File: config.mk
export PLATFORM = sky130hd
export DESIGN_NAME = morse_sample_decoder
export DESIGN_NICKNAME = d
export VERILOG_FILES = /design/src/sv/msd_pkg.sv /design/src/sv/msd_letter_lookup.sv /design/src/sv/morse_sample_decoder.sv
export SDC_FILE = /design/constraint.sdc
export NUM_CORES = 1
export LEC_CHECK = 0
export BUFFER_PORTS_ARGS = -buffer_cell sky130_fd_sc_hd__buf_4
export CAP_MARGIN = 15
export CORE_MARGIN = 4
export CORE_UTILIZATION = 55
export CTS_BUF_LIST = sky130_fd_sc_hd__clkbuf_8
export DETAILED_ROUTE_END_ITERATION = 8
export PLACE_DENSITY = 0.83
export SLEW_MARGIN = 5
export SYNTH_ARGS = -nofsm -noshare
export SYNTH_HDL_FRONTEND = slang
export SYNTH_SLANG_ARGS = --single-unit
File: constraint.sdc
create_clock -name clk -period 15.9 [get_ports clk]
set_clock_uncertainty 0.05 [all_clocks]
set_input_delay 1.59 -clock clk [delete_from_list [all_inputs] [get_ports clk]]
set_output_delay 1.59 -clock clk [all_outputs]
set_load 0.05 [all_outputs]
File: src/sv/msd_pkg.sv
`timescale 1ns / 1ps
package msd_pkg;

  localparam int CODE_MAX_DEF = 7;

  localparam int SAMPLE_W = 12;
  localparam int TIME_W   = 32;
  localparam int MS_W     = 16;
  localparam int SYM_W    = 7;
  localparam int CFG_IDX_W = 3;

  // register indexes on the config port
  localparam logic [CFG_IDX_W-1:0] CFG_THRESHOLD  = 3'd0;
  localparam logic [CFG_IDX_W-1:0] CFG_DEBOUNCE   = 3'd1;
  localparam logic [CFG_IDX_W-1:0] CFG_MIN_MARK   = 3'd2;
  localparam logic [CFG_IDX_W-1:0] CFG_DASH_MIN   = 3'd3;
  localparam logic [CFG_IDX_W-1:0] CFG_LETTER_GAP = 3'd4;
  localparam logic [CFG_IDX_W-1:0] CFG_WORD_GAP   = 3'd5;

  localparam logic [SAMPLE_W-1:0] THRESHOLD_RST  = 12'd1000;
  localparam logic [MS_W-1:0]     DEBOUNCE_RST   = 16'd50;
  localparam logic [MS_W-1:0]     MIN_MARK_RST   = 16'd100;
  localparam logic [MS_W-1:0]     DASH_MIN_RST   = 16'd400;
  localparam logic [MS_W-1:0]     LETTER_GAP_RST = 16'd1100;
  localparam logic [MS_W-1:0]     WORD_GAP_RST   = 16'd1800;

  localparam logic [SYM_W-1:0] CH_DOT   = 7'h2E;
  localparam logic [SYM_W-1:0] CH_DASH  = 7'h2D;
  localparam logic [SYM_W-1:0] CH_SPACE = 7'h20;
  localparam logic [SYM_W-1:0] CH_UNKNOWN = 7'h3F;

  typedef enum logic [1:0] {
    PH_IDLE,
    PH_MARK,
    PH_DEBOUNCE
  } phase_t;

  typedef enum logic [1:0] {
    KIND_DOT,
    KIND_DASH,
    KIND_LETTER,
    KIND_SPACE
  } kind_t;

  typedef struct packed {
    logic [2:0]       len;
    logic [4:0]       bits;  // bit i set: element i is a dash
    logic [SYM_W-1:0] ch;
  } sym_entry_t;

  localparam int ROM_DEPTH = 36;

  localparam sym_entry_t SYM_ROM [ROM_DEPTH] = '{
    '{3'd2, 5'd2,  7'h41}, '{3'd4, 5'd1,  7'h42}, '{3'd4, 5'd5,  7'h43},
    '{3'd3, 5'd1,  7'h44}, '{3'd1, 5'd0,  7'h45}, '{3'd4, 5'd4,  7'h46},
    '{3'd3, 5'd3,  7'h47}, '{3'd4, 5'd0,  7'h48}, '{3'd2, 5'd0,  7'h49},
    '{3'd4, 5'd14, 7'h4A}, '{3'd3, 5'd5,  7'h4B}, '{3'd4, 5'd2,  7'h4C},
    '{3'd2, 5'd3,  7'h4D}, '{3'd2, 5'd1,  7'h4E}, '{3'd3, 5'd7,  7'h4F},
    '{3'd4, 5'd6,  7'h50}, '{3'd4, 5'd11, 7'h51}, '{3'd3, 5'd2,  7'h52},
    '{3'd3, 5'd0,  7'h53}, '{3'd1, 5'd1,  7'h54}, '{3'd3, 5'd4,  7'h55},
    '{3'd4, 5'd8,  7'h56}, '{3'd3, 5'd6,  7'h57}, '{3'd4, 5'd9,  7'h58},
    '{3'd4, 5'd13, 7'h59}, '{3'd4, 5'd3,  7'h5A}, '{3'd5, 5'd31, 7'h30},
    '{3'd5, 5'd30, 7'h31}, '{3'd5, 5'd28, 7'h32}, '{3'd5, 5'd24, 7'h33},
    '{3'd5, 5'd16, 7'h34}, '{3'd5, 5'd0,  7'h35}, '{3'd5, 5'd1,  7'h36},
    '{3'd5, 5'd3,  7'h37}, '{3'd5, 5'd7,  7'h38}, '{3'd5, 5'd15, 7'h39}
  };

endpackage

File: src/sv/msd_letter_lookup.sv
`timescale 1ns / 1ps
module msd_letter_lookup
  import msd_pkg::*;
#(
  parameter int CODE_MAX = CODE_MAX_DEF,
  parameter int CNT_W    = $clog2(CODE_MAX + 1)
) (
  input  logic [CODE_MAX-1:0] code_bits,
  input  logic [CNT_W-1:0]    code_cnt,
  input  logic                code_ovf,
  output logic [SYM_W-1:0]    letter
);

  // 36 independent compares against the constant table, first hit wins
  always_comb begin
    logic found;
    found  = 1'b0;
    letter = CH_UNKNOWN;
    for (int i = 0; i < ROM_DEPTH; i++) begin
      if (!found && !code_ovf &&
          code_cnt == CNT_W'(SYM_ROM[i].len) &&
          code_bits == CODE_MAX'(SYM_ROM[i].bits)) begin
        found  = 1'b1;
        letter = SYM_ROM[i].ch;
      end
    end
  end

endmodule

File: src/sv/morse_sample_decoder.sv
`timescale 1ns / 1ps
// Morse decoder over timestamped sensor samples.
//
// Input stream: one request per sample, in_tdata = {now_ms, sample} packed
// from bit 0. Result stream: up to three results per sample, in the order
// letter, word space, dot/dash; out_tdata carries the ASCII symbol,
// out_tuser the kind, out_tlast marks the final result of a sample. A
// sample that closes nothing produces no result at all.
// Config: cfg_valid/cfg_index/cfg_data, always ready; write only while the
// block is idle. Indexes 6 and 7 are ignored.
//
// A sample lands in the input register at its accept edge and is decoded
// there once the result buffer is free; its results are registered into
// that buffer, which drives out_*. Throughput: one sample per cycle if
// it yields one result at most and the receiver takes it; otherwise the
// next sample waits for the single result port to empty the 3-entry buffer.
// When the receiver stalls, the buffer holds, the next sample waits in
// the input register and in_tready drops once that register is full.
// Reset (rst_n low, synchronous) restores the default timings, clears the
// decoder state and empties both registers.
module morse_sample_decoder
  import msd_pkg::*;
#(
  parameter int CODE_MAX = CODE_MAX_DEF
) (
  input  logic                 clk,
  input  logic                 rst_n,
  input  logic                 in_tvalid,
  output logic                 in_tready,
  input  logic [47:0]          in_tdata,   // [11:0] sample, [43:12] now_ms
  output logic                 out_tvalid,
  input  logic                 out_tready,
  output logic [7:0]           out_tdata,  // [6:0] symbol
  output logic [1:0]           out_tuser,  // [1:0] kind
  output logic                 out_tlast,
  input  logic                 cfg_valid,
  output logic                 cfg_ready,
  input  logic [CFG_IDX_W-1:0] cfg_index,
  input  logic [MS_W-1:0]      cfg_data
);

  localparam int CNT_W = $clog2(CODE_MAX + 1);

  // configuration
  logic [SAMPLE_W-1:0] thr_r;
  logic [MS_W-1:0]     deb_r, min_r, dash_r, lgap_r, wgap_r;

  // input register
  logic                in_v_r;
  logic [SAMPLE_W-1:0] in_sample_r;
  logic [TIME_W-1:0]   in_now_r;

  // decoder state
  phase_t            phase_r, phase_nxt;
  logic [TIME_W-1:0] mark_start_r, mark_start_nxt;
  logic [TIME_W-1:0] mark_end_r, mark_end_nxt;
  logic [TIME_W-1:0] last_done_r, last_done_nxt;
  logic [CODE_MAX-1:0] elem_bits_r, elem_bits_nxt;
  logic [CNT_W-1:0]    elem_cnt_r, elem_cnt_nxt;
  logic                ovf_r, ovf_nxt;

  // result buffer
  logic [SYM_W-1:0] res_sym_r [3];
  kind_t            res_kind_r [3];
  logic [1:0]       res_cnt_r, res_idx_r;
  logic [SYM_W-1:0] res_sym_nxt [3];
  kind_t            res_kind_nxt [3];
  logic [1:0]       res_n;

  logic              accept, fire, pop, buf_last, buf_free;
  logic              is_mark, letter_close, add_space, elem_emit, elem_dash;
  logic [TIME_W-1:0] gap, dur, since_rise;
  logic [SYM_W-1:0]  letter;

  assign cfg_ready = 1'b1;

  always_ff @(posedge clk) begin
    if (!rst_n) begin
      thr_r  <= THRESHOLD_RST;
      deb_r  <= DEBOUNCE_RST;
      min_r  <= MIN_MARK_RST;
      dash_r <= DASH_MIN_RST;
      lgap_r <= LETTER_GAP_RST;
      wgap_r <= WORD_GAP_RST;
    end else if (cfg_valid) begin
      unique case (cfg_index)
        CFG_THRESHOLD:  thr_r  <= cfg_data[SAMPLE_W-1:0];
        CFG_DEBOUNCE:   deb_r  <= cfg_data;
        CFG_MIN_MARK:   min_r  <= cfg_data;
        CFG_DASH_MIN:   dash_r <= cfg_data;
        CFG_LETTER_GAP: lgap_r <= cfg_data;
        CFG_WORD_GAP:   wgap_r <= cfg_data;
        default: ;
      endcase
    end
  end

  // handshakes
  assign pop      = out_tvalid && out_tready;
  assign buf_last = (res_idx_r == res_cnt_r - 2'd1);
  assign buf_free = (res_cnt_r == 2'd0) || (pop && buf_last);
  assign fire     = in_v_r && buf_free;
  assign in_tready = !in_v_r || fire;
  assign accept   = in_tvalid && in_tready;

  always_ff @(posedge clk) begin
    if (!rst_n) begin
      in_v_r <= 1'b0;
    end else if (accept) begin
      in_v_r <= 1'b1;
    end else if (fire) begin
      in_v_r <= 1'b0;
    end
  end

  always_ff @(posedge clk) begin
    if (accept) begin
      in_sample_r <= in_tdata[11:0];
      in_now_r    <= in_tdata[43:12];
    end
  end

  msd_letter_lookup #(
    .CODE_MAX (CODE_MAX),
    .CNT_W    (CNT_W)
  ) u_lookup (
    .code_bits (elem_bits_r),
    .code_cnt  (elem_cnt_r),
    .code_ovf  (ovf_r),
    .letter    (letter)
  );

  assign is_mark    = in_sample_r < thr_r;
  assign gap        = in_now_r - last_done_r;
  assign dur        = mark_end_r - mark_start_r;
  assign since_rise = in_now_r - mark_end_r;

  assign letter_close = ((elem_cnt_r != '0) || ovf_r) && (gap > TIME_W'(lgap_r));
  assign add_space    = letter_close && (gap > TIME_W'(wgap_r));
  assign elem_dash    = dur >= TIME_W'(dash_r);

  // phase machine plus the element store
  always_comb begin
    logic [CODE_MAX-1:0] bits_c;
    logic [CNT_W-1:0]    cnt_c;
    logic                ovf_c;
    bits_c = letter_close ? '0 : elem_bits_r;
    cnt_c  = letter_close ? '0 : elem_cnt_r;
    ovf_c  = letter_close ? 1'b0 : ovf_r;

    phase_nxt      = phase_r;
    mark_start_nxt = mark_start_r;
    mark_end_nxt   = mark_end_r;
    last_done_nxt  = last_done_r;
    elem_emit      = 1'b0;

    unique case (phase_r)
      PH_MARK: begin
        if (!is_mark) begin
          mark_end_nxt = in_now_r;
          phase_nxt    = PH_DEBOUNCE;
        end
      end
      PH_DEBOUNCE: begin
        if (is_mark) begin
          phase_nxt = PH_MARK;
        end else if (since_rise >= TIME_W'(deb_r)) begin
          elem_emit     = dur > TIME_W'(min_r);
          last_done_nxt = in_now_r;
          phase_nxt     = PH_IDLE;
        end
      end
      default: begin
        if (is_mark) begin
          mark_start_nxt = in_now_r;
          phase_nxt      = PH_MARK;
        end
      end
    endcase

    elem_bits_nxt = bits_c;
    elem_cnt_nxt  = cnt_c;
    ovf_nxt       = ovf_c;
    if (elem_emit) begin
      if (cnt_c < CNT_W'(CODE_MAX)) begin
        elem_bits_nxt = bits_c | (CODE_MAX'(elem_dash) << cnt_c);
        elem_cnt_nxt  = cnt_c + CNT_W'(1);
      end else begin
        ovf_nxt = 1'b1;
      end
    end
  end

  // pack the results of this sample into consecutive slots
  always_comb begin
    logic [1:0] k;
    k = 2'd0;
    for (int i = 0; i < 3; i++) begin
      res_sym_nxt[i]  = CH_DOT;
      res_kind_nxt[i] = KIND_DOT;
    end
    if (letter_close) begin
      res_sym_nxt[0]  = letter;
      res_kind_nxt[0] = KIND_LETTER;
      k = 2'd1;
      if (add_space) begin
        res_sym_nxt[1]  = CH_SPACE;
        res_kind_nxt[1] = KIND_SPACE;
        k = 2'd2;
      end
    end
    if (elem_emit) begin
      res_sym_nxt[k]  = elem_dash ? CH_DASH : CH_DOT;
      res_kind_nxt[k] = elem_dash ? KIND_DASH : KIND_DOT;
      k = k + 2'd1;
    end
    res_n = k;
  end

  always_ff @(posedge clk) begin
    if (!rst_n) begin
      phase_r      <= PH_IDLE;
      mark_start_r <= '0;
      mark_end_r   <= '0;
      last_done_r  <= '0;
      elem_bits_r  <= '0;
      elem_cnt_r   <= '0;
      ovf_r        <= 1'b0;
    end else if (fire) begin
      phase_r      <= phase_nxt;
      mark_start_r <= mark_start_nxt;
      mark_end_r   <= mark_end_nxt;
      last_done_r  <= last_done_nxt;
      elem_bits_r  <= elem_bits_nxt;
      elem_cnt_r   <= elem_cnt_nxt;
      ovf_r        <= ovf_nxt;
    end
  end

  always_ff @(posedge clk) begin
    if (!rst_n) begin
      res_cnt_r <= 2'd0;
      res_idx_r <= 2'd0;
    end else if (fire) begin
      res_cnt_r <= res_n;
      res_idx_r <= 2'd0;
    end else if (pop) begin
      if (buf_last) begin
        res_cnt_r <= 2'd0;
        res_idx_r <= 2'd0;
      end else begin
        res_idx_r <= res_idx_r + 2'd1;
      end
    end
  end

  always_ff @(posedge clk) begin
    if (fire) begin
      for (int i = 0; i < 3; i++) begin
        res_sym_r[i]  <= res_sym_nxt[i];
        res_kind_r[i] <= res_kind_nxt[i];
      end
    end
  end

  assign out_tvalid = (res_cnt_r != 2'd0);
  assign out_tdata  = {1'b0, res_sym_r[res_idx_r]};
  assign out_tuser  = res_kind_r[res_idx_r];
  assign out_tlast  = buf_last;

  a_cnt_bound: assert property (@(posedge clk) disable iff (!rst_n)
    elem_cnt_r <= CNT_W'(CODE_MAX))
    else $error("element count beyond store size");

  a_ovf_full: assert property (@(posedge clk) disable iff (!rst_n)
    ovf_r |-> elem_cnt_r == CNT_W'(CODE_MAX))
    else $error("overflow flag set with store not full");

  a_dot_sym: assert property (@(posedge clk) disable iff (!rst_n)
    out_tvalid && out_tuser == KIND_DOT |-> out_tdata[SYM_W-1:0] == CH_DOT)
    else $error("dot result with wrong symbol");

  a_fire_out: assert property (@(posedge clk) disable iff (!rst_n)
    fire && res_n != 2'd0 |=> out_tvalid && res_idx_r == 2'd0)
    else $error("decoded results not presented");

endmodule

* Word-level counts from Yosys, hierarchy flattened *
Memory sizes are Yosys's and may differ from the RTL's. A register that Yosys moved wholly into a read port is not among the register bits.
Index checks and enable logic that the tools add are counted.

cells by class
  add/subtract/negate cells = 7
  magnitude comparators = 9
  equality and inequality tests = 33
  shift-type cells = 1
  mux-type cells = 117
  bitwise operators = 5
  reduce and logical (&&, ||, !) cells = 176

operator list
  cell                                                 number
  two-way mux 7 bit                                    40
  logical AND 1 bit                                    114
  > comparator 32 x 16 -> 1 bit                        3
  subtractor 32 bit                                    3
  >= comparator 32 x 16 -> 1 bit                       2
  two-way mux 1 bit                                    46
  equality test 7 x 4 -> 1 bit, second input constant  6
  logical NOT 1 bit                                    37
  two-way mux 2 bit                                    18
  equality test 7 x 5 -> 1 bit, second input constant  5
  equality test 7 x 3 -> 1 bit, second input constant  4
  bitwise mux 21 bit                                   1
  two-way mux 21 bit                                   1
  demux 7 bit (select 2 bit)                           1
  equality test 7 x 2 -> 1 bit, second input constant  2
  two-way mux 14 bit                                   1
  AND reduction 2 bit                                  7
  equality test 3 x 2 -> 1 bit, second input constant  4
  equality test 3 bit, second input constant           4
  < comparator 12 bit                                  1
  two-way mux 3 bit                                    3
  two-way mux 4 bit                                    2
  AND reduction 4 bit                                  2
  nonzero test 2 bit                                   4
  other kinds (28)                                     37

word-level totals
  register bits = 250
  bits in writable memories = 27
  input port bits = 72
  output and inout port bits = 14
  logic and storage cells = 368
  memories = 2

memory list
  memory      words  bits a word  rd ports  clocked after Yosys merged registers in  wr ports  RTL line                    text
  res_sym_r   3      7            1         1                                        3         morse_sample_decoder.sv:63  logic [SYM_W-1:0] res_sym_r [3];
  res_kind_r  3      2            1         1                                        3         morse_sample_decoder.sv:64  kind_t res_kind_r [3];

* Longest topological paths before layout *
Gate-level depths: netlist of the first run.

  word-level depth = 182
  mapped depth = 25
  depth with buffers taken out = 24

* Modules after synthesis *
Synthesis of the first run repeated with hierarchy kept, for this count alone.

unflattened totals
  cells, all modules = 2,402
  area, all modules = 19,272.2 µm²

by module, submodules not included
  module                instances  cells each  area each (µm²)  sequential area each (µm²)
  morse_sample_decoder  1          2,267       18,382.6         5,965.7
  msd_letter_lookup     1          135         889.6            0.0

* Least setup slack after synthesis of the first run *
No wires, ideal clock.

  kind = register -> register
  start = register in_now_r[0]
  end = register elem_cnt_r[0]
  setup time = 0.121 ns
  arrival time = 4.835 ns
  setup slack = 10.894 ns
  stages on the path, launching flop included = 21
  clock period less this slack = 5.006 ns
  path through = edfxtp_1 -> inv_1 -> ha_1 -> inv_1 -> fa_1 -> a211oi_1 -> o21ai_0 -> and2_1 -> or3b_2 -> xor2_1 -> ha_1 -> a21o_1 -> a21o_1 -> a2111oi_0 -> o32a_1 -> o31a_1 -> and2_1 -> or3b_4 -> or4b_1 -> mux2i_1 -> nor3_1

between the ends
  cells in the longest elaborated chain, start to end = 7
  elaborated cells between the ends (all ways) = 13

ends and longest elaborated chain
  item                                                        RTL line                                                  text
  start, declared                                             morse_sample_decoder.sv:51                                logic [TIME_W-1:0] in_now_r;
  start signal, assigned                                      morse_sample_decoder.sv:119                               in_now_r <= in_tdata[43:12];
  subtractor 32 bit                                           morse_sample_decoder.sv:134                               assign gap = in_now_r - last_done_r;
  > comparator 32 x 16 -> 1 bit                               morse_sample_decoder.sv:138                               assign letter_close = ((elem_cnt_r != '0) || ovf_r) && (gap > TIME_W'(lgap_r));
  logical AND 1 bit                                           morse_sample_decoder.sv:138
  two-way mux 3 bit                                           morse_sample_decoder.sv:148                               cnt_c = letter_close ? '0 : elem_cnt_r;
  adder 3 x 1 -> 3 bit or < comparator 3 bit (tied branches)  morse_sample_decoder.sv:187, morse_sample_decoder.sv:185
  two-way mux 3 bit                                           morse_sample_decoder.sv:185                               if (cnt_c < CNT_W'(CODE_MAX)) begin
  two-way mux 3 bit (*)                                       morse_sample_decoder.sv:184                               if (elem_emit) begin
  end signal, assigned                                        morse_sample_decoder.sv:235                               elem_cnt_r <= elem_cnt_nxt;
  end, declared                                               morse_sample_decoder.sv:59                                logic [CNT_W-1:0] elem_cnt_r, elem_cnt_nxt;

Every way passes the cells marked *; elsewhere a longest branch is shown, timed or not.
A chain may end at the register's enable or synchronous reset.

==> impl_metrics.env, run 1 <==
export IMPL_hold_viol_final=0
export IMPL_antenna_found_initial=0
export IMPL_drive_gt1_share_pct=8.333
export IMPL_start_util_pct=55.70
export IMPL_ctsRootBufferMaster="clkbuf_8"
export IMPL_tns_ns=0
export IMPL_die_area_um2=36880
export IMPL_power_switching_share_pct=32.19
export IMPL_rsz0062_at_grt="false"
export IMPL_synthMuxAreaShare_pct=4.164
export IMPL_path_class="reg2reg"
export IMPL_clock_latency_ns=0.61
export IMPL_worst_pin_slew_ns=1.162
export IMPL_synth_edf_count=60
export IMPL_grt_max_degree=101
export IMPL_fin_util_pct=61.38
export IMPL_synth_top_cell_area_share_pct=22.35
export IMPL_timing_final_crit_share_pct=40.42
export IMPL_cts_tree="built"
export IMPL_wl_um=52450
export IMPL_grt_pass1_wl_um=83210
export IMPL_antennaDiodeCount=0
export IMPL_wl_per_cell_um=18.26
export IMPL_start_kind="flip-flop"
export IMPL_worst_slack_ns=9.473
export IMPL_ys_ff_latch=268
export IMPL_setup_viol_count_final=0
export IMPL_critical_path_max_fanout=10
export IMPL_synth_compound_area_share_pct=21.65
export IMPL_post_place_ws_ns=9.650
export IMPL_die_w_um=192.0
export IMPL_synth_cell_types=81
export IMPL_clock_sinks=268
export IMPL_syn2layout_area_growth_pct=10.21
export IMPL_netlist_area_um2=18630
export IMPL_maxSlewViolCount=0
export IMPL_drc=0
export IMPL_path_buf_inv=3
export IMPL_grt_total_usage_pct=27.61
export IMPL_status="finished clean"
export IMPL_cap_viol_max_count=0
export IMPL_ant_nets=0
export IMPL_seqPwrFrac_pct=38.5
export IMPL_grt_met3_usage_pct=4.707
export IMPL_power_density_nw_per_um2=92.94
export IMPL_cts_buffers=48
export IMPL_cts_htree_levels=2
export IMPL_io_pins=86
export IMPL_met2_usage_pct=45.85
export IMPL_dp_hpwl_um=39540
export IMPL_max_freq_mhz=155.6
export IMPL_pwr_share_comb_pct=25.5
export IMPL_synth_largest_area_cell="dfxtp_1"
export IMPL_core_um2=33450
export IMPL_vias=17454
export IMPL_cts_max_path_buffers=3
export IMPL_synthSimpleGateAreaFrac_pct=19.95
export IMPL_cp_top_family="compound AO/OA/AOI/OAI gates"
export IMPL_power_leakage_nw=8.245
export IMPL_crit_arrival_ns=6.73
export IMPL_fin_nets=2647
export IMPL_synthFlopType="dfxtp_1"
export IMPL_viasPerCell=6.077
export IMPL_die_h_um=192.0
export IMPL_ys_seq_area_share_pct=32.02
export IMPL_p_switching_uw=614.2
export IMPL_drtIter0Drc=1629
export IMPL_first_pass_iters=6
export IMPL_grt_overflow_total=0
export IMPL_synth_common_cells="nand2_1, a21oi_1, inv_1"
export IMPL_hold_class="reg2reg"
export IMPL_ctsHoldBuffers=0
export IMPL_grt_pass1_vias=16564
export IMPL_synth_top_family_by_area="compound AO/OA/AOI/OAI gates"
export IMPL_required_ns=16.20
export IMPL_n_fill_cell=2885
export IMPL_cts_resized=0
export IMPL_cell_internal_pwr_mw=1.294
export IMPL_crit_path_end_kind="flip-flop"
export IMPL_synth_avg_cell_area_um2=7.951
export IMPL_clkPwrFrac_pct=36.0
export IMPL_relSlewSlack_pct=22.24
export IMPL_cts_setup_buffers=0
export IMPL_finalCriticalPeriod_ns=6.427
export IMPL_crit_path_top_delay_cell="edfxtp_1"
export IMPL_critPathMaxStageDelay_ns=0.50
export IMPL_async_flop_share_pct=0
export IMPL_gp_congestion=0.9441
export IMPL_synth_cells=2343
export IMPL_irDropWorstVdd_mv=0.06136
export IMPL_ys_warn_count=0
export IMPL_synthAdderAreaFrac_pct=12.95
export IMPL_portBuffers=79
export IMPL_cp_cell_sequence="inv_1 -> ha_1 -> inv_1 -> fa_1 -> a211oi_1 -> o21ai_0 -> and2_1 -> or3b_2 -> xor2_1 -> ha_1 -> a21o_1 -> a21o_1 -> a2111oi_0 -> o32a_1 -> o31a_1 -> and2_1 -> or3b_4 -> nand2b_1 -> inv_2 -> nor2_1 -> nor2_1"
export IMPL_synth_area_top_cells="dfxtp_1, ha_1, edfxtp_1, nand2_1, a21oi_1"
export IMPL_mappedNetlistNets=2606
export IMPL_yosysMostFrequentCell="nand2_1"
export IMPL_clk_pin_slew_worst_paths_ns=0.06
export IMPL_use_met1_pct=36.28
export IMPL_num_rows=67
export IMPL_synth_xor_xnor_area_share_pct=2.633
export IMPL_grt_busiest_layer="met2"
-- cells in the final DEF, fill, tap and decap left out, types with 11 or more instances in the layout --
cell,count
nand2_1,343
inv_1,229
a21oi_1,226
dfxtp_1,208
ha_1,188
nor2_1,173
o21ai_0,87
buf_4,86
mux2i_1,73
edfxtp_1,60
clkbuf_8,55
a21o_1,53
nor3_1,50
o211ai_1,44
nand3_1,42
nand4_1,41
xnor2_1,33
a211oi_1,32
xor2_1,23
nand2b_1,22
nor2b_1,22
o21a_1,21
and3_1,20
a31oi_1,19
o21bai_1,15
or3_1,15
o31ai_1,14
o2111ai_1,13
or2_2,13
and2_1,11
nor4_1,11
-- cells by family after synthesis --
kind of cell | Yosys count
simple gates | 806
compound gates | 624
buf+inv | 319
flops | 268
fa+ha+maj | 191
mux | 77
xor+xnor | 56
other cells | 2
-- sequential cells by signal, summed over array words and instances, names as in the netlist, 16 cells and up, named ones only --
| signal | count |
|---|---|
| in_now_r | 32 |
| last_done_r | 32 |
| mark_end_r | 32 |
| wgap_r | 16 |
| mark_start_r | 32 |
| deb_r | 16 |
| min_r | 16 |
| dash_r | 16 |
| lgap_r | 16 |
-- path summary, 6_finish.rpt --
| path | from | end | slack, ns | cells past startpoint |
|---|---|---|---|---|
| hold / removal | mark_start_r[17] | mark_start_r[17] | 0.40 | 2 |
| setup reg to reg | in_now_r[0] | res_sym_r[0][1] | 9.47 | 21 |
| hold reg to reg | mark_start_r[17] | mark_start_r[17] | 0.40 | 2 |
| setup / recovery | in_now_r[0] | res_sym_r[0][1] | 9.47 | 21 |
-- power groups by stage --
stage,combinational [mW],sequential [mW],clock [mW]
4_1_cts,0.476,0.734,0.698
3_5_place_dp,0.472,0.748,0
5_1_grt,0.537,0.736,0.732
3_3_place_gp,0.458,0.747,0
6_report,0.486,0.735,0.687
2_1_floorplan,0.345,0.741,0
-- cell type report --
| type | instances | area [um^2] | area share (%) |
|---|---|---|---|
| clock buffers | 55 | 757.0 | 3.687 |
| well taps | 448 | 560.5 | 2.730 |
| flip-flops and latches | 268 | 5966 | 29.06 |
| multi-input cells | 1756 | 11460 | 55.82 |
| inverters | 221 | 832.0 | 4.053 |
| clock inverters | 35 | 271.5 | 1.322 |
| repair buffers | 89 | 683.2 | 3.327 |
-- routing by layer --
metal | share of wire (%) | vias up
met5 | 0 | -
met1 | 43 | 8232
met4 | 3.5 | 0
met3 | 7.6 | 131
li1 | - | 8425
met2 | 46 | 666
-- worst reg2reg max path: cells and delay by family, from the launching register on --
| family | cells | cell delay [ns] |
|---|---|---|
| AND/OR/NAND/NOR | 7 | 2.01 |
| buffers and inverters | 3 | 0.35 |
| AO/OA/AOI/OAI | 7 | 2.01 |
| adder cells (fa/ha/maj) | 3 | 0.95 |
| XOR/XNOR | 1 | 0.32 |
| flip-flops | 1 | 0.50 |
-- metrics by stage --
step	cell area (um^2)	power (mW)	cells	hold slack, ns
3_3_place_gp	19460	1.205	2778	0.3927
4_1_cts	20490	1.908	2868	0.4060
3_5_place_dp	19460	1.220	2778	0.3963
2_1_floorplan	18630	1.086	2343	0.3751
5_1_grt	20530	2.005	2872	0.4246
6_report	20530	1.908	2872	0.4025
(Power assumes the default switching activity.)
==> run 2: changes to the inputs <==
Clock period 15.9 ns to 6.2 ns, I/O delays scaled along.
==> run 2 against run 1 <==
Cell count shrank 0.24%; clock power grew 150%; fmax is 10% higher; critical path depth unchanged; global-route usage hardly changed; utilization down 0.064 points; power grew to 2.5 times the previous value; hold slack lost 0.25 ns; sequential power grew to 2.6 times the previous value; largest cell class unchanged; largest power group unchanged.
==> impl_metrics.env, run 2 (synthesis results as in run 1) <==
export IMPL_status="finished clean"
export IMPL_num_rows=67
export IMPL_path_class="reg2reg"
export IMPL_wl_um=51910
export IMPL_max_freq_mhz=171.2
export IMPL_path_buf_inv=3
export IMPL_vias=17457
export IMPL_irDropWorstVdd_mv=0.1529
export IMPL_hold_class="in2reg"
export IMPL_clk_pin_slew_worst_paths_ns=0.06
export IMPL_clock_sinks=268
export IMPL_grt_overflow_total=0
export IMPL_cts_max_path_buffers=3
export IMPL_cts_htree_levels=2
export IMPL_die_area_um2=36880
export IMPL_fin_cells=2865
export IMPL_hold_viol_final=0
export IMPL_post_dp_cell_area_um2=19470
export IMPL_hold_depth=1
export IMPL_portBuffers=79
export IMPL_antennaDiodeCount=0
export IMPL_cts_buffers=45
export IMPL_grt_max_degree=93
export IMPL_fin_nets=2646
export IMPL_cts_tree="built"
export IMPL_power_mw=4.826
export IMPL_setup_viol_count_final=0
export IMPL_worst_slack_ns=0.3577
export IMPL_critPathLaunch="in_now_r[0]"
export IMPL_ant_nets=0
export IMPL_required_ns=6.49
export IMPL_rsz0062_at_grt="false"
export IMPL_io_pins=86
export IMPL_critPathMaxStageDelay_ns=0.46
export IMPL_final_common_cell="nand2_1"
export IMPL_cp_cell_sequence="inv_1 -> ha_1 -> inv_1 -> fa_1 -> a211oi_1 -> o21ai_1 -> and2_1 -> or3b_2 -> xor2_1 -> ha_1 -> a21o_1 -> a21o_1 -> a2111oi_0 -> o32a_1 -> o31a_1 -> and2_1 -> or3b_4 -> nand2b_1 -> inv_2 -> nor2_1 -> nor2_1"
export IMPL_post_place_ws_ns=0.3937
export IMPL_finalCriticalPeriod_ns=5.842
export IMPL_crit_path_end_kind="flip-flop"
export IMPL_dp_hpwl_um=39500
export IMPL_tns_ns=0
export IMPL_drc=0
export IMPL_n_fill_cell=2902
export IMPL_whs_ns=0.1557
export IMPL_antenna_found_initial=0
export IMPL_rr_worst_depth=21
export IMPL_crit_path_top_delay_cell="or3b_2"
export IMPL_hold_start="in_tdata[15]"
export IMPL_grt_pass1_vias=16448
export IMPL_ctsHoldBuffers=0
export IMPL_dp_cells=2780
export IMPL_timing_final_crit_share_pct=94.23
export IMPL_viasPerCell=6.093
export IMPL_die_h_um=192.0
export IMPL_cp_depth=21
export IMPL_die_w_um=192.0
export IMPL_grt_pass1_wl_um=83150
export IMPL_cp_top_family="simple AND/OR/NAND/NOR gates"
export IMPL_cap_viol_max_count=0
export IMPL_drtIter0Drc=1387
export IMPL_mostFrequentLayoutCells="nand2_1, inv_1, a21oi_1"
export IMPL_r2r_start="in_now_r[0]"
export IMPL_gp_congestion=0.9619
export IMPL_worst_pin_slew_ns=1.119
export IMPL_power_leakage_nw=8.232
export IMPL_grt_total_usage_pct=27.56
export IMPL_relSlewSlack_pct=25.11
export IMPL_start_util_pct=55.70
export IMPL_fin_util_pct=61.32
export IMPL_clock_latency_ns=0.59
export IMPL_start_kind="flip-flop"
export IMPL_ctsRootBufferMaster="clkbuf_8"
export IMPL_wl_per_cell_um=18.12
export IMPL_first_pass_iters=7
export IMPL_core_um2=33450
export IMPL_drive_gt1_share_pct=8.316
export IMPL_critical_path_max_fanout=6
export IMPL_final_area_um2=20510
export IMPL_power_density_nw_per_um2=235.3
export IMPL_syn2layout_area_growth_pct=10.09
export IMPL_maxSlewViolCount=0
export IMPL_crit_arrival_ns=6.13
==> run 2: cell types whose count changed in the layout (fill, tap and decap cells not counted), sizes merged <==
cell    before  now
buf         89   91
clkbuf      55   54
clkinv      19   11
==> run 2: area by class of cell <==
type / count / area [um^2] / area share, %
Timing Repair Buffer: 91 / 710.7 / 3.465
Clock inverter: 27 / 234.0 / 1.141
Clock buffer: 54 / 743.2 / 3.624
Tap cell: 448 / 560.5 / 2.733
Multi-Input combinational cell: 1756 / 11460 / 55.89
Inverter: 221 / 832.0 / 4.057
Sequential cell: 268 / 5966 / 29.09
==> run 2: final timing paths <==
| path | endpoint | slack (ns) |
|---|---|---|
| hold / removal | in_now_r[3] | 0.16 |
| setup / recovery | res_sym_r[0][1] | 0.36 |
| setup reg to reg | res_sym_r[0][1] | 0.36 |
| hold reg to reg | dash_r[10] | 0.40 |
==> run 2: power breakdown <==
| part | switching, mW | internal [mW] |
|---|---|---|
| registers | 0.0463 | 1.84 |
| logic | 0.743 | 0.495 |
| clock network | 0.742 | 0.962 |
==> run 2: worst register-to-register path: cells and delay by family (launching register included) <==
kind,cells,cell delay [ns]
AO/OA/AOI/OAI,7,1.82
XOR/XNOR,1,0.24
adder cells (fa/ha/maj),3,0.90
buffers and inverters,3,0.32
flip-flops,1,0.45
AND/OR/NAND/NOR,7,1.83
==> run 2: repair_timing <==
action                     in CTS  in global routing
resized for setup               0                  1
buffers inserted                0                  0
setup endpoints to repair       0                  6
==> run 2: metal layers <==
layer	part of all wire [%]	vias up	wire [um]	global-route usage [%]
li1	-	8415	-	-
met1	44	8220	22740	37.04
met2	46	681	23780	45.50
met3	7.0	141	3615	4.162
met4	3.4	0	1768	9.408
met5	0	-	0	0
